<file path="src/sv/tgd_pkg.sv">
// Shared types, codes and reset values for the touch gesture detector.
// No dependencies; the design and checker files refer to it by scoped names.
package tgd_pkg;

    localparam int FRAC_BITS_DEF = 16;
    localparam int TIME_BITS_DEF = 32;
    localparam int NUM_REGS      = 8;
    localparam int REG_IDX_W     = 3;
    localparam int PADDR_W       = 5;

    // Register indexes (byte address is 4 * index)
    localparam logic [REG_IDX_W-1:0] REG_DROP_THR   = 3'd0;
    localparam logic [REG_IDX_W-1:0] REG_HOLD_TIME  = 3'd1;
    localparam logic [REG_IDX_W-1:0] REG_DTAP_WIN   = 3'd2;
    localparam logic [REG_IDX_W-1:0] REG_MIN_TAP    = 3'd3;
    localparam logic [REG_IDX_W-1:0] REG_BASE_INTV  = 3'd4;
    localparam logic [REG_IDX_W-1:0] REG_WARMUP     = 3'd5;
    localparam logic [REG_IDX_W-1:0] REG_ALPHA_SLOW = 3'd6;
    localparam logic [REG_IDX_W-1:0] REG_ALPHA_FAST = 3'd7;

    localparam logic [15:0] RST_DROP_THR   = 16'd35;
    localparam logic [15:0] RST_HOLD_TIME  = 16'd2000;
    localparam logic [15:0] RST_DTAP_WIN   = 16'd500;
    localparam logic [15:0] RST_MIN_TAP    = 16'd20;
    localparam logic [15:0] RST_BASE_INTV  = 16'd200;
    localparam logic [15:0] RST_WARMUP     = 16'd5000;
    localparam logic [15:0] RST_ALPHA_SLOW = 16'd9830;
    localparam logic [15:0] RST_ALPHA_FAST = 16'd32768;

    typedef enum logic [1:0] {
        MODE_CAL_BEGIN  = 2'd0,
        MODE_CAL_SAMPLE = 2'd1,
        MODE_ARM        = 2'd2,
        MODE_RUN        = 2'd3
    } mode_t;

    typedef enum logic [1:0] {
        GS_IDLE     = 2'd0,
        GS_TOUCHING = 2'd1,
        GS_WAIT     = 2'd2,
        GS_HOLD     = 2'd3
    } gest_state_t;

    localparam logic [1:0] EV_NONE   = 2'd0;
    localparam logic [1:0] EV_TAP    = 2'd1;
    localparam logic [1:0] EV_DOUBLE = 2'd2;
    localparam logic [1:0] EV_HOLD   = 2'd3;

    typedef struct packed {
        logic [15:0] drop_threshold;
        logic [15:0] hold_time_ms;
        logic [15:0] dtap_gap_ms;
        logic [15:0] min_tap_ms;
        logic [15:0] baseline_interval_ms;
        logic [15:0] warmup_ms;
        logic [15:0] alpha_slow;
        logic [15:0] alpha_fast;
    } cfg_t;

    typedef struct packed {
        mode_t       mode;
        logic [15:0] sample;
        logic [31:0] now_ms;
    } item_t;

endpackage

</file>
<file path="src/sv/tgd_if.sv">
// Valid/ready channel interfaces for input items and results.
// Standalone; the top level has one port of each.
interface tgd_in_if;
    logic        valid;
    logic        ready;
    logic [1:0]  mode;
    logic [15:0] sample;
    logic [31:0] now_ms;

    modport source (output valid, mode, sample, now_ms, input ready);
    modport sink   (input valid, mode, sample, now_ms, output ready);
endinterface

interface tgd_out_if;
    logic        valid;
    logic        ready;
    logic [1:0]  event_res;
    logic        touched;
    logic [15:0] baseline_level;

    modport source (output valid, event_res, touched, baseline_level, input ready);
    modport sink   (input valid, event_res, touched, baseline_level, output ready);
endinterface

</file>
<file path="src/sv/touch_gesture_detector.sv">
// Top level of the capacitive touch gesture detector.
// Depends on tgd_pkg, tgd_if, tgd_cfg_regs, tgd_baseline and tgd_gesture_fsm.
//
//   channel   direction  handshake        payload
//   in_ch     sink       valid / ready    mode, sample, now_ms
//   out_ch    source     valid / ready    event_res, touched, baseline_level
//   APB       slave      psel / penable   paddr, pwdata, prdata (pready tied high)
//
// Throughput is one transaction per cycle while out_ch.ready is not held low;
// an item passes the input register and then the result register. The baseline
// and gesture state update in the same cycle the item moves from the input register
// to the result register, so each item sees the state its predecessor left.
// Reset clears the valid flags, baseline and gesture state at once; there is no
// clearing pass. When the result register is full and out_ch.ready is low, hold it
// and the input register and drop in_ch.ready once the input register is occupied.
module touch_gesture_detector #(
    parameter int FRAC_BITS = tgd_pkg::FRAC_BITS_DEF,
    parameter int TIME_BITS = tgd_pkg::TIME_BITS_DEF
) (
    input  logic                        clk,
    input  logic                        rst_n,
    input  logic                        psel,
    input  logic                        penable,
    input  logic                        pwrite,
    input  logic [tgd_pkg::PADDR_W-1:0] paddr,
    input  logic [31:0]                 pwdata,
    output logic [31:0]                 prdata,
    output logic                        pready,
    tgd_in_if.sink                      in_ch,
    tgd_out_if.source                   out_ch
);

    tgd_pkg::cfg_t  cfg;
    tgd_pkg::item_t item_reg, item_next;
    logic           in_valid_reg;
    logic           out_valid_reg;
    logic [1:0]     event_reg, event_next;
    logic           touched_reg, touched_next;
    logic [15:0]    level_reg, level_next;
    logic           advance;
    logic           process;
    logic           armed;

    // Advance the result stage whenever it is empty or being drained
    assign advance     = !out_valid_reg || out_ch.ready;
    assign process     = in_valid_reg && advance;
    assign in_ch.ready = !in_valid_reg || advance;

    assign item_next.mode   = tgd_pkg::mode_t'(in_ch.mode);
    assign item_next.sample = in_ch.sample;
    assign item_next.now_ms = in_ch.now_ms;

    tgd_cfg_regs u_cfg (
        .clk     (clk),
        .rst_n   (rst_n),
        .psel    (psel),
        .penable (penable),
        .pwrite  (pwrite),
        .paddr   (paddr),
        .pwdata  (pwdata),
        .prdata  (prdata),
        .pready  (pready),
        .cfg     (cfg)
    );

    tgd_baseline #(
        .FRAC_BITS (FRAC_BITS),
        .TIME_BITS (TIME_BITS)
    ) u_base (
        .clk        (clk),
        .rst_n      (rst_n),
        .en         (process),
        .item       (item_reg),
        .armed      (armed),
        .cfg        (cfg),
        .touched    (touched_next),
        .level_next (level_next)
    );

    tgd_gesture_fsm #(
        .TIME_BITS (TIME_BITS)
    ) u_fsm (
        .clk       (clk),
        .rst_n     (rst_n),
        .en        (process),
        .item      (item_reg),
        .touched   (touched_next),
        .cfg       (cfg),
        .armed     (armed),
        .event_res (event_next)
    );

    // Input register: take a transaction whenever there is room
    always_ff @(posedge clk or negedge rst_n)
    begin
        if (!rst_n)
            in_valid_reg <= 1'b0;
        else if (in_ch.ready)
            in_valid_reg <= in_ch.valid;
    end

    always_ff @(posedge clk)
    begin
        if (in_ch.valid && in_ch.ready)
            item_reg <= item_next;
    end

    // Result register
    always_ff @(posedge clk or negedge rst_n)
    begin
        if (!rst_n)
            out_valid_reg <= 1'b0;
        else if (advance)
            out_valid_reg <= in_valid_reg;
    end

    always_ff @(posedge clk)
    begin
        if (process)
        begin
            event_reg   <= event_next;
            touched_reg <= touched_next;
            level_reg   <= level_next;
        end
    end

    assign out_ch.valid          = out_valid_reg;
    assign out_ch.event_res      = event_reg;
    assign out_ch.touched        = touched_reg;
    assign out_ch.baseline_level = level_reg;

endmodule

</file>
<file path="src/sv/tgd_cfg_regs.sv">
// APB-style configuration register file for the gesture detector.
// Depends on tgd_pkg for register indexes, reset values and cfg_t.
module tgd_cfg_regs (
    input  logic                        clk,
    input  logic                        rst_n,
    input  logic                        psel,
    input  logic                        penable,
    input  logic                        pwrite,
    input  logic [tgd_pkg::PADDR_W-1:0] paddr,
    input  logic [31:0]                 pwdata,
    output logic [31:0]                 prdata,
    output logic                        pready,
    output tgd_pkg::cfg_t               cfg
);

    tgd_pkg::cfg_t                 cfg_reg;
    logic [tgd_pkg::REG_IDX_W-1:0] idx;
    logic                          wr_en;
    logic [15:0]                   rd_val;

    assign pready = 1'b1;
    assign idx    = paddr[tgd_pkg::PADDR_W-1:2];
    assign wr_en  = psel && penable && pwrite && pready;
    assign cfg    = cfg_reg;

    always_ff @(posedge clk or negedge rst_n)
    begin
        if (!rst_n)
        begin
            cfg_reg.drop_threshold       <= tgd_pkg::RST_DROP_THR;
            cfg_reg.hold_time_ms         <= tgd_pkg::RST_HOLD_TIME;
            cfg_reg.dtap_gap_ms          <= tgd_pkg::RST_DTAP_WIN;
            cfg_reg.min_tap_ms           <= tgd_pkg::RST_MIN_TAP;
            cfg_reg.baseline_interval_ms <= tgd_pkg::RST_BASE_INTV;
            cfg_reg.warmup_ms            <= tgd_pkg::RST_WARMUP;
            cfg_reg.alpha_slow           <= tgd_pkg::RST_ALPHA_SLOW;
            cfg_reg.alpha_fast           <= tgd_pkg::RST_ALPHA_FAST;
        end
        else if (wr_en)
        begin
            case (idx)
                tgd_pkg::REG_DROP_THR:   cfg_reg.drop_threshold       <= pwdata[15:0];
                tgd_pkg::REG_HOLD_TIME:  cfg_reg.hold_time_ms         <= pwdata[15:0];
                tgd_pkg::REG_DTAP_WIN:   cfg_reg.dtap_gap_ms          <= pwdata[15:0];
                tgd_pkg::REG_MIN_TAP:    cfg_reg.min_tap_ms           <= pwdata[15:0];
                tgd_pkg::REG_BASE_INTV:  cfg_reg.baseline_interval_ms <= pwdata[15:0];
                tgd_pkg::REG_WARMUP:     cfg_reg.warmup_ms            <= pwdata[15:0];
                tgd_pkg::REG_ALPHA_SLOW: cfg_reg.alpha_slow           <= pwdata[15:0];
                tgd_pkg::REG_ALPHA_FAST: cfg_reg.alpha_fast           <= pwdata[15:0];
                default: ;
            endcase
        end
    end

    always_comb
    begin
        case (idx)
            tgd_pkg::REG_DROP_THR:   rd_val = cfg_reg.drop_threshold;
            tgd_pkg::REG_HOLD_TIME:  rd_val = cfg_reg.hold_time_ms;
            tgd_pkg::REG_DTAP_WIN:   rd_val = cfg_reg.dtap_gap_ms;
            tgd_pkg::REG_MIN_TAP:    rd_val = cfg_reg.min_tap_ms;
            tgd_pkg::REG_BASE_INTV:  rd_val = cfg_reg.baseline_interval_ms;
            tgd_pkg::REG_WARMUP:     rd_val = cfg_reg.warmup_ms;
            tgd_pkg::REG_ALPHA_SLOW: rd_val = cfg_reg.alpha_slow;
            tgd_pkg::REG_ALPHA_FAST: rd_val = cfg_reg.alpha_fast;
            default:                 rd_val = 16'd0;
        endcase
    end

    assign prdata = {16'd0, rd_val};

endmodule

</file>
<file path="src/sv/tgd_baseline.sv">
// Adaptive baseline: calibration, touch decision and exponential averaging.
// Depends on tgd_pkg for mode codes, cfg_t and item_t.
module tgd_baseline #(
    parameter int FRAC_BITS = tgd_pkg::FRAC_BITS_DEF,
    parameter int TIME_BITS = tgd_pkg::TIME_BITS_DEF
) (
    input  logic          clk,
    input  logic          rst_n,
    input  logic          en,
    input  tgd_pkg::item_t item,
    input  logic          armed,
    input  tgd_pkg::cfg_t  cfg,
    output logic          touched,
    output logic [15:0]   level_next
);

    localparam int BW = 16 + FRAC_BITS;
    localparam int AW = BW + 18;
    localparam logic signed [AW-1:0] ROUND_HALF = AW'(32768);

    logic [BW-1:0]          base_reg, base_next;
    logic [TIME_BITS-1:0]   last_upd_reg, last_upd_next;
    logic [TIME_BITS-1:0]   warm_start_reg, warm_start_next;
    logic [TIME_BITS-1:0]   now;
    logic [BW-1:0]          sfix, b0;
    logic signed [17:0]     delta;
    logic                   run, touch_i, upd, warm;
    logic [15:0]            alpha;
    logic signed [BW:0]     diff;
    logic signed [AW-1:0]   prod, acc;
    logic [BW-1:0]          blended;

    assign now  = item.now_ms[TIME_BITS-1:0];
    assign sfix = {item.sample, {FRAC_BITS{1'b0}}};
    assign run  = (item.mode == tgd_pkg::MODE_RUN) && armed;

    // A zero baseline on a run sample snaps to the sample first
    assign b0      = (base_reg == '0) ? sfix : base_reg;
    assign delta   = $signed({2'b00, b0[BW-1 -: 16]}) - $signed({2'b00, item.sample});
    assign touch_i = delta >= $signed({2'b00, cfg.drop_threshold});
    assign touched = run && touch_i;

    assign upd   = (now - last_upd_reg) >= TIME_BITS'(cfg.baseline_interval_ms);
    assign warm  = (now - warm_start_reg) < TIME_BITS'(cfg.warmup_ms);
    assign alpha = warm ? cfg.alpha_fast : cfg.alpha_slow;

    // old + alpha * (new - old), in Q16 weight, rounded half up
    assign diff    = $signed({1'b0, sfix}) - $signed({1'b0, b0});
    assign prod    = $signed({1'b0, alpha}) * diff;
    assign acc     = $signed({2'b00, b0, 16'd0}) + prod + ROUND_HALF;
    assign blended = acc[16 +: BW];

    always_comb
    begin
        base_next       = base_reg;
        last_upd_next   = last_upd_reg;
        warm_start_next = warm_start_reg;
        case (item.mode)
            tgd_pkg::MODE_CAL_BEGIN:
            begin
                base_next = '0;
            end
            tgd_pkg::MODE_CAL_SAMPLE:
            begin
                if (sfix > base_reg)
                    base_next = sfix;
            end
            tgd_pkg::MODE_ARM:
            begin
                warm_start_next = now;
            end
            default:
            begin
                if (armed)
                begin
                    base_next = b0;
                    if (!touch_i && upd)
                    begin
                        base_next     = blended;
                        last_upd_next = now;
                    end
                end
            end
        endcase
    end

    assign level_next = base_next[BW-1 -: 16];

    always_ff @(posedge clk or negedge rst_n)
    begin
        if (!rst_n)
        begin
            base_reg       <= '0;
            last_upd_reg   <= '0;
            warm_start_reg <= '0;
        end
        else if (en)
        begin
            base_reg       <= base_next;
            last_upd_reg   <= last_upd_next;
            warm_start_reg <= warm_start_next;
        end
    end

endmodule

</file>
<file path="src/sv/tgd_gesture_fsm.sv">
// Tap / double tap / hold state machine and the armed flag.
// Depends on tgd_pkg for state, mode and event codes and cfg_t.
module tgd_gesture_fsm #(
    parameter int TIME_BITS = tgd_pkg::TIME_BITS_DEF
) (
    input  logic           clk,
    input  logic           rst_n,
    input  logic           en,
    input  tgd_pkg::item_t item,
    input  logic           touched,
    input  tgd_pkg::cfg_t  cfg,
    output logic           armed,
    output logic [1:0]     event_res
);

    tgd_pkg::gest_state_t state_reg, state_next;
    logic                 armed_reg, armed_next;
    logic                 late_reg, late_next;
    logic [TIME_BITS-1:0] press_reg, press_next;
    logic [TIME_BITS-1:0] rel_reg, rel_next;
    logic [TIME_BITS-1:0] now, d_press, d_rel;
    logic                 long_press;

    assign now        = item.now_ms[TIME_BITS-1:0];
    assign d_press    = now - press_reg;
    assign d_rel      = now - rel_reg;
    assign long_press = d_press >= TIME_BITS'(cfg.hold_time_ms);
    assign armed      = armed_reg;

    always_ff @(posedge clk or negedge rst_n)
    begin
        if (!rst_n)
        begin
            state_reg <= tgd_pkg::GS_IDLE;
            armed_reg <= 1'b0;
            late_reg  <= 1'b0;
            press_reg <= '0;
            rel_reg   <= '0;
        end
        else if (en)
        begin
            state_reg <= state_next;
            armed_reg <= armed_next;
            late_reg  <= late_next;
            press_reg <= press_next;
            rel_reg   <= rel_next;
        end
    end

    always_comb
    begin
        state_next = state_reg;
        armed_next = armed_reg;
        late_next  = late_reg;
        press_next = press_reg;
        rel_next   = rel_reg;
        event_res  = tgd_pkg::EV_NONE;
        if (item.mode == tgd_pkg::MODE_ARM)
        begin
            armed_next = 1'b1;
            state_next = tgd_pkg::GS_IDLE;
        end
        else if (item.mode == tgd_pkg::MODE_RUN && armed_reg)
        begin
            case (state_reg)
                tgd_pkg::GS_IDLE:
                begin
                    if (touched)
                    begin
                        state_next = tgd_pkg::GS_TOUCHING;
                        press_next = now;
                        late_next  = 1'b0;
                    end
                end
                tgd_pkg::GS_TOUCHING:
                begin
                    if (!touched)
                    begin
                        if (long_press || late_reg ||
                            d_press < TIME_BITS'(cfg.min_tap_ms))
                            state_next = tgd_pkg::GS_IDLE;
                        else
                        begin
                            rel_next   = now;
                            state_next = tgd_pkg::GS_WAIT;
                        end
                    end
                    else if (long_press)
                    begin
                        event_res  = tgd_pkg::EV_HOLD;
                        state_next = tgd_pkg::GS_HOLD;
                    end
                end
                tgd_pkg::GS_WAIT:
                begin
                    if (touched)
                    begin
                        // Second touch past the window is swallowed
                        if (d_rel <= TIME_BITS'(cfg.dtap_gap_ms))
                        begin
                            event_res = tgd_pkg::EV_DOUBLE;
                            late_next = 1'b0;
                        end
                        else
                            late_next = 1'b1;
                        state_next = tgd_pkg::GS_TOUCHING;
                        press_next = now;
                    end
                    else if (d_rel > TIME_BITS'(cfg.dtap_gap_ms))
                    begin
                        event_res  = tgd_pkg::EV_TAP;
                        state_next = tgd_pkg::GS_IDLE;
                    end
                end
                default:
                begin
                    if (!touched)
                        state_next = tgd_pkg::GS_IDLE;
                end
            endcase
        end
    end

endmodule

</file>
<file path="src/flat_wrapper.sv">
// flat-port wrapper written by rule: the top's interface ports become plain ports
module touch_gesture_detector_flat 
#(
    parameter int FRAC_BITS = tgd_pkg::FRAC_BITS_DEF,
    parameter int TIME_BITS = tgd_pkg::TIME_BITS_DEF
)
  (clk, rst_n, psel, penable, pwrite, paddr, pwdata, prdata, pready, in_ch_valid, in_ch_mode, in_ch_sample, in_ch_now_ms, in_ch_ready, out_ch_valid, out_ch_event_res, out_ch_touched, out_ch_baseline_level, out_ch_ready);
  tgd_in_if in_ch_i ();
  tgd_out_if out_ch_i ();
  input  logic clk;
  input  logic rst_n;
  input  logic psel;
  input  logic penable;
  input  logic pwrite;
  input  logic [tgd_pkg::PADDR_W-1:0] paddr;
  input  logic [31:0] pwdata;
  output logic [31:0] prdata;
  output logic pready;
  input wire logic [$bits(in_ch_i.valid)-1:0] in_ch_valid;
  input wire logic [$bits(in_ch_i.mode)-1:0] in_ch_mode;
  input wire logic [$bits(in_ch_i.sample)-1:0] in_ch_sample;
  input wire logic [$bits(in_ch_i.now_ms)-1:0] in_ch_now_ms;
  output wire logic [$bits(in_ch_i.ready)-1:0] in_ch_ready;
  output wire logic [$bits(out_ch_i.valid)-1:0] out_ch_valid;
  output wire logic [$bits(out_ch_i.event_res)-1:0] out_ch_event_res;
  output wire logic [$bits(out_ch_i.touched)-1:0] out_ch_touched;
  output wire logic [$bits(out_ch_i.baseline_level)-1:0] out_ch_baseline_level;
  input wire logic [$bits(out_ch_i.ready)-1:0] out_ch_ready;
  assign in_ch_i.valid = in_ch_valid;
  assign in_ch_i.mode = in_ch_mode;
  assign in_ch_i.sample = in_ch_sample;
  assign in_ch_i.now_ms = in_ch_now_ms;
  assign in_ch_ready = in_ch_i.ready;
  assign out_ch_valid = out_ch_i.valid;
  assign out_ch_event_res = out_ch_i.event_res;
  assign out_ch_touched = out_ch_i.touched;
  assign out_ch_baseline_level = out_ch_i.baseline_level;
  assign out_ch_i.ready = out_ch_ready;
  touch_gesture_detector #(.FRAC_BITS(FRAC_BITS), .TIME_BITS(TIME_BITS)) u_core (.clk(clk), .rst_n(rst_n), .psel(psel), .penable(penable), .pwrite(pwrite), .paddr(paddr), .pwdata(pwdata), .prdata(prdata), .pready(pready), .in_ch(in_ch_i), .out_ch(out_ch_i));
endmodule
</file>
<file path="config.mk">
export PLATFORM = sky130hd
export DESIGN_NAME = touch_gesture_detector_flat
export DESIGN_NICKNAME = d
export VERILOG_FILES = /design/src/sv/tgd_pkg.sv /design/src/sv/tgd_if.sv /design/src/sv/touch_gesture_detector.sv /design/src/sv/tgd_cfg_regs.sv /design/src/sv/tgd_baseline.sv /design/src/sv/tgd_gesture_fsm.sv /design/src/flat_wrapper.sv
export SDC_FILE = /design/constraint.sdc
export NUM_CORES = 2
export LEC_CHECK = 0
export BUFFER_PORTS_ARGS = -buffer_cell sky130_fd_sc_hd__buf_2
export CAP_MARGIN = 20
export CELL_PAD_IN_SITES_DETAIL_PLACEMENT = 0
export CELL_PAD_IN_SITES_GLOBAL_PLACEMENT = 2
export CORE_ASPECT_RATIO = 0.6
export CORE_UTILIZATION = 44
export DETAILED_ROUTE_END_ITERATION = 7
export PLACE_DENSITY = 0.84
export SLEW_MARGIN = 15
export SYNTH_ARGS = -nofsm -noshare
export SYNTH_HDL_FRONTEND = slang
export SYNTH_SLANG_ARGS = --single-unit
</file>
<file path="constraint.sdc">
create_clock -name clk -period 18.03 [get_ports clk]
set_input_delay 3.606 -clock clk [delete_from_list [all_inputs] [get_ports clk]]
set_output_delay 3.606 -clock clk [all_outputs]
set_load 0.02 [all_outputs]
</file>
==> flow_metrics.tcl <==
set metrics [dict create \
    outcome "complete, no violations" \
    htreeDepth 2 \
    most_used_cell_cp "sky130_fd_sc_hd__fa_1" \
    tritoncts.num_buffers 39 \
    port_buffers 112 \
    rsz_0062_raised_after_global_routing "no" \
    grt_first_pass_wirelength_mm 236 \
    utilization_pct 48.4 \
    wire_per_inst_um 22.7 \
    crit-reg2reg-capture "u_core.out_ch.baseline_level[7]$_DFFE_PP_" \
    gp_congestion 0.949 \
    min_delay_path_depth 1 \
    synthArstFlopShare_pct 81.0 \
    placementRows 91 \
    area_occupied_by_multi_input_gates_um2 32600 \
    clockRootBuffer "sky130_fd_sc_hd__clkbuf_16" \
    synth-seq-cells 363 \
    fin_setup_tns_ns 0 \
    crit-reg2reg-launch "u_core.item_reg[1]$_DFFE_PP_" \
    number_of_global_route_vias_before_repair 36300 \
    min_path_type "reg -> reg" \
    finalSetupViolations 0 \
    die-height_um 254 \
    worst-path-max-fanout 15 \
    design.die.area_um2 107000 \
    finish.net_count 6396 \
    finalHoldViolations 0 \
    startpoint_of_the_tightest_hold_check_path "u_core.in_valid_reg$_DFFE_PN0N_" \
    critical_path.endpoint_type "register" \
    worst_clock_skew_ns 0.0241 \
    reg2reg_slack_ns 3.34 \
    finalHoldWorstSlack_ns 0.469 \
    routed_via_density 5.51 \
    netlist_area_um2 46500 \
    nFillCells 10100 \
    seqCellArea_um2 9470 \
    grt_max_degree 130 \
    die_width_um 422 \
    synth_warnings 0 \
    cts_sinks 363 \
    clock_latency_ns 0.59 \
    synth-seq-area-share_pct 20.4 \
    cts_tree "done" \
    drt-pass1-iter-count 6 \
    worst_ep_required_time_ns 18.27 \
    cp_slowest_cell "sky130_fd_sc_hd__mux2i_2" \
    cp_data_arrival_time_ns 14.92 \
    postCtsHoldBufs 0 \
    grt_use_total_pct 29.4 \
    dr_total_vias 37500 \
    layout_worst_path_cycle_share_pct 81.5 \
    max_stage_delay_ns 0.96 \
    fmax_mhz 68.1 \
    yosysUniqueCellTypes 109 \
    actual_slew_at_the_worst_max_slew_pin_ns 1.14 \
    start_kind "register" \
    largest_register_ff_count 128 \
    cts_buffer_depth 3 \
    final-max-slew-violation-count 0 \
    postSynthAreaPerCell_um2 8.76 \
    grt_antenna_before_repair 16 \
    postCtsResizedCells 0 \
    min_to "u_core.out_ch.valid$_DFFE_PN0P_" \
    ff2ff_path_depth 46 \
    ios 148 \
    timing.max_cap.violations 0 \
    netlist_instances 5307 \
    max_slew_headroom_at_the_worst_pin_pct 23.5 \
    dpl.hpwl_mm 126 \
    synthToLayoutAreaGrowth_pct 8.08 \
    ys.flop_type "sky130_fd_sc_hd__dfrtp_1" \
    edff_count_synth 69 \
    min_period_ns 14.69 \
    cts.reportedPaths.clkPinSlew_ns 0.06 \
    initial_utilization_pct 44.8 \
    share_of_layout_cells_above_drive_strength_1_pct 9.66 \
    cts_post_setup_buffers_inserted 0 \
    core_region_area_um2 104000 \
    detail_route.iter0.violations 3522 \
    residual_overflow_from_global_routing 0 \
    critical_path_class "reg -> reg" \
    wirelength_mm 154 \
    post-route-drc-count 0 \
    antenna_violating_nets_post_route 0 \
]
[area by class of cell]
type	count	area share, %
multi-input cells	3770	65.0
flip-flops and latches	363	18.9
inverters	982	7.34
well taps	1395	3.47
repair buffers	217	2.85
clock buffers	53	2.25
clock inverters	18	0.257
diodes	1	0.00498
[cell usage after synthesis (27+ instances only)]
library cell	n	share of area, %
sky130_fd_sc_hd__xnor2_1	123	2.3
sky130_fd_sc_hd__edfxtp_1	69	4.5
sky130_fd_sc_hd__o21ai_0	292	3.1
sky130_fd_sc_hd__nand4_1	45	0.61
sky130_fd_sc_hd__and2_1	27	0.36
sky130_fd_sc_hd__dfstp_2	33	1.9
sky130_fd_sc_hd__fa_1	535	23
sky130_fd_sc_hd__mux2_2	110	2.7
sky130_fd_sc_hd__a31oi_1	28	0.38
sky130_fd_sc_hd__o21a_1	45	0.73
sky130_fd_sc_hd__nor3_1	52	0.56
sky130_fd_sc_hd__xor2_1	55	1.0
sky130_fd_sc_hd__a21oi_1	232	2.5
sky130_fd_sc_hd__a21o_1	107	1.7
sky130_fd_sc_hd__mux2i_1	42	0.90
sky130_fd_sc_hd__dfrtp_1	261	14
sky130_fd_sc_hd__ha_1	394	11
sky130_fd_sc_hd__nand2b_1	78	1.0
sky130_fd_sc_hd__inv_1	980	7.9
sky130_fd_sc_hd__nand3_1	61	0.66
sky130_fd_sc_hd__nand2_1	523	4.2
sky130_fd_sc_hd__nor2b_1	42	0.57
sky130_fd_sc_hd__clkbuf_1	150	1.2
sky130_fd_sc_hd__nor2_1	495	4.0
[stage by stage]
stage                     instance area (um2)  instances  setup WS (ns)
final                                   50200       6799           3.34
after global routing                    50200       6798           2.86
after CTS                               50100       6795           3.62
after detailed placement                48900       6724           3.74
after global placement                  48900       6724           3.83
after floorplan                         46500       5322           6.40
[worst max-delay path by stage]
stage                                      start                                          to  slack [ns]  cells after the start
detailed placement  u_core.item_reg[1]$_DFFE_PP_   u_core.out_ch.baseline_level[7]$_DFFE_PP_        3.74                     46
global placement    u_core.item_reg[1]$_DFFE_PP_   u_core.out_ch.baseline_level[7]$_DFFE_PP_        3.83                     46
floorplan           u_core.item_reg[1]$_DFFE_PP_  u_core.out_ch.baseline_level[13]$_DFFE_PP_        6.40                     50
global route        u_core.item_reg[1]$_DFFE_PP_   u_core.out_ch.baseline_level[7]$_DFFE_PP_        2.86                     46
CTS                 u_core.item_reg[1]$_DFFE_PP_   u_core.out_ch.baseline_level[7]$_DFFE_PP_        3.62                     46
finish              u_core.item_reg[1]$_DFFE_PP_   u_core.out_ch.baseline_level[7]$_DFFE_PP_        3.34                     46
[per-layer routing]
| layer | up-vias | routed length (um) | track usage, % |
|---|---|---|---|
| met2 | 1290 | 56600 | 37.9 |
| met4 | 6 | 1110 | 3.00 |
| met5 | - | 33 | 0 |
| met1 | 18700 | 82300 | 49.8 |
| met3 | 80 | 14000 | 6.27 |
| li1 | 17400 | - | - |
[cells by family after synthesis]
| group | count (synthesis) | synth area share, % |
|---|---|---|
| DFF | 363 | 20.4 |
| other | 2 | 0.0162 |
| buffers and inverters | 1189 | 9.88 |
| xor gates and xnor gates | 178 | 3.35 |
| AOI/OAI and AO/OA | 1011 | 14.0 |
| and+or+nand+nor | 1449 | 14.1 |
| adders and majority gates | 929 | 33.6 |
| muxes | 186 | 4.65 |
[layout by cell type (no fill, tap or decap), types with 15 or more instances in the layout]
cell and n:
sky130_fd_sc_hd__dfstp_2 33, sky130_fd_sc_hd__or3_1 15, sky130_fd_sc_hd__nor4_1 23, sky130_fd_sc_hd__xnor2_1 116
sky130_fd_sc_hd__edfxtp_1 69, sky130_fd_sc_hd__mux2i_1 36, sky130_fd_sc_hd__nand2_1 522, sky130_fd_sc_hd__a31oi_1 28
sky130_fd_sc_hd__inv_1 980, sky130_fd_sc_hd__dfrtp_1 261, sky130_fd_sc_hd__o21a_1 45, sky130_fd_sc_hd__mux2_4 20
sky130_fd_sc_hd__nor2b_1 42, sky130_fd_sc_hd__nand2b_1 78, sky130_fd_sc_hd__a221oi_1 26, sky130_fd_sc_hd__a211o_1 15
sky130_fd_sc_hd__o21bai_1 26, sky130_fd_sc_hd__mux2_2 110, sky130_fd_sc_hd__conb_1 17, sky130_fd_sc_hd__a22oi_1 19
sky130_fd_sc_hd__a21o_1 107, sky130_fd_sc_hd__o22ai_1 19, sky130_fd_sc_hd__o21ai_1 15, sky130_fd_sc_hd__xor2_1 55
sky130_fd_sc_hd__ha_1 394, sky130_fd_sc_hd__nand4_1 45, sky130_fd_sc_hd__buf_4 101, sky130_fd_sc_hd__nand3_1 61
sky130_fd_sc_hd__a211oi_1 26, sky130_fd_sc_hd__o21ai_0 291, sky130_fd_sc_hd__and2_1 26, sky130_fd_sc_hd__nor2_1 490
sky130_fd_sc_hd__clkbuf_16 41, sky130_fd_sc_hd__and3_1 21, sky130_fd_sc_hd__a21boi_0 17, sky130_fd_sc_hd__buf_2 111
sky130_fd_sc_hd__a21oi_1 232, sky130_fd_sc_hd__nor3_1 48, sky130_fd_sc_hd__fa_1 535
[critical path: cells and delay by family (launching register included)]
kind / cells / cell delay (ns)
AOI/OAI and AO/OA: 15 / 4.10
xor gates and xnor gates: 2 / 0.28
adders and majority gates: 9 / 4.21
buffers and inverters: 6 / 0.83
DFF: 1 / 0.69
muxes: 1 / 0.96
and+or+nand+nor: 13 / 3.21
Power is not shown: default switching activity piles up to over one toggle a cycle in this logic, so the estimate is an artifact.
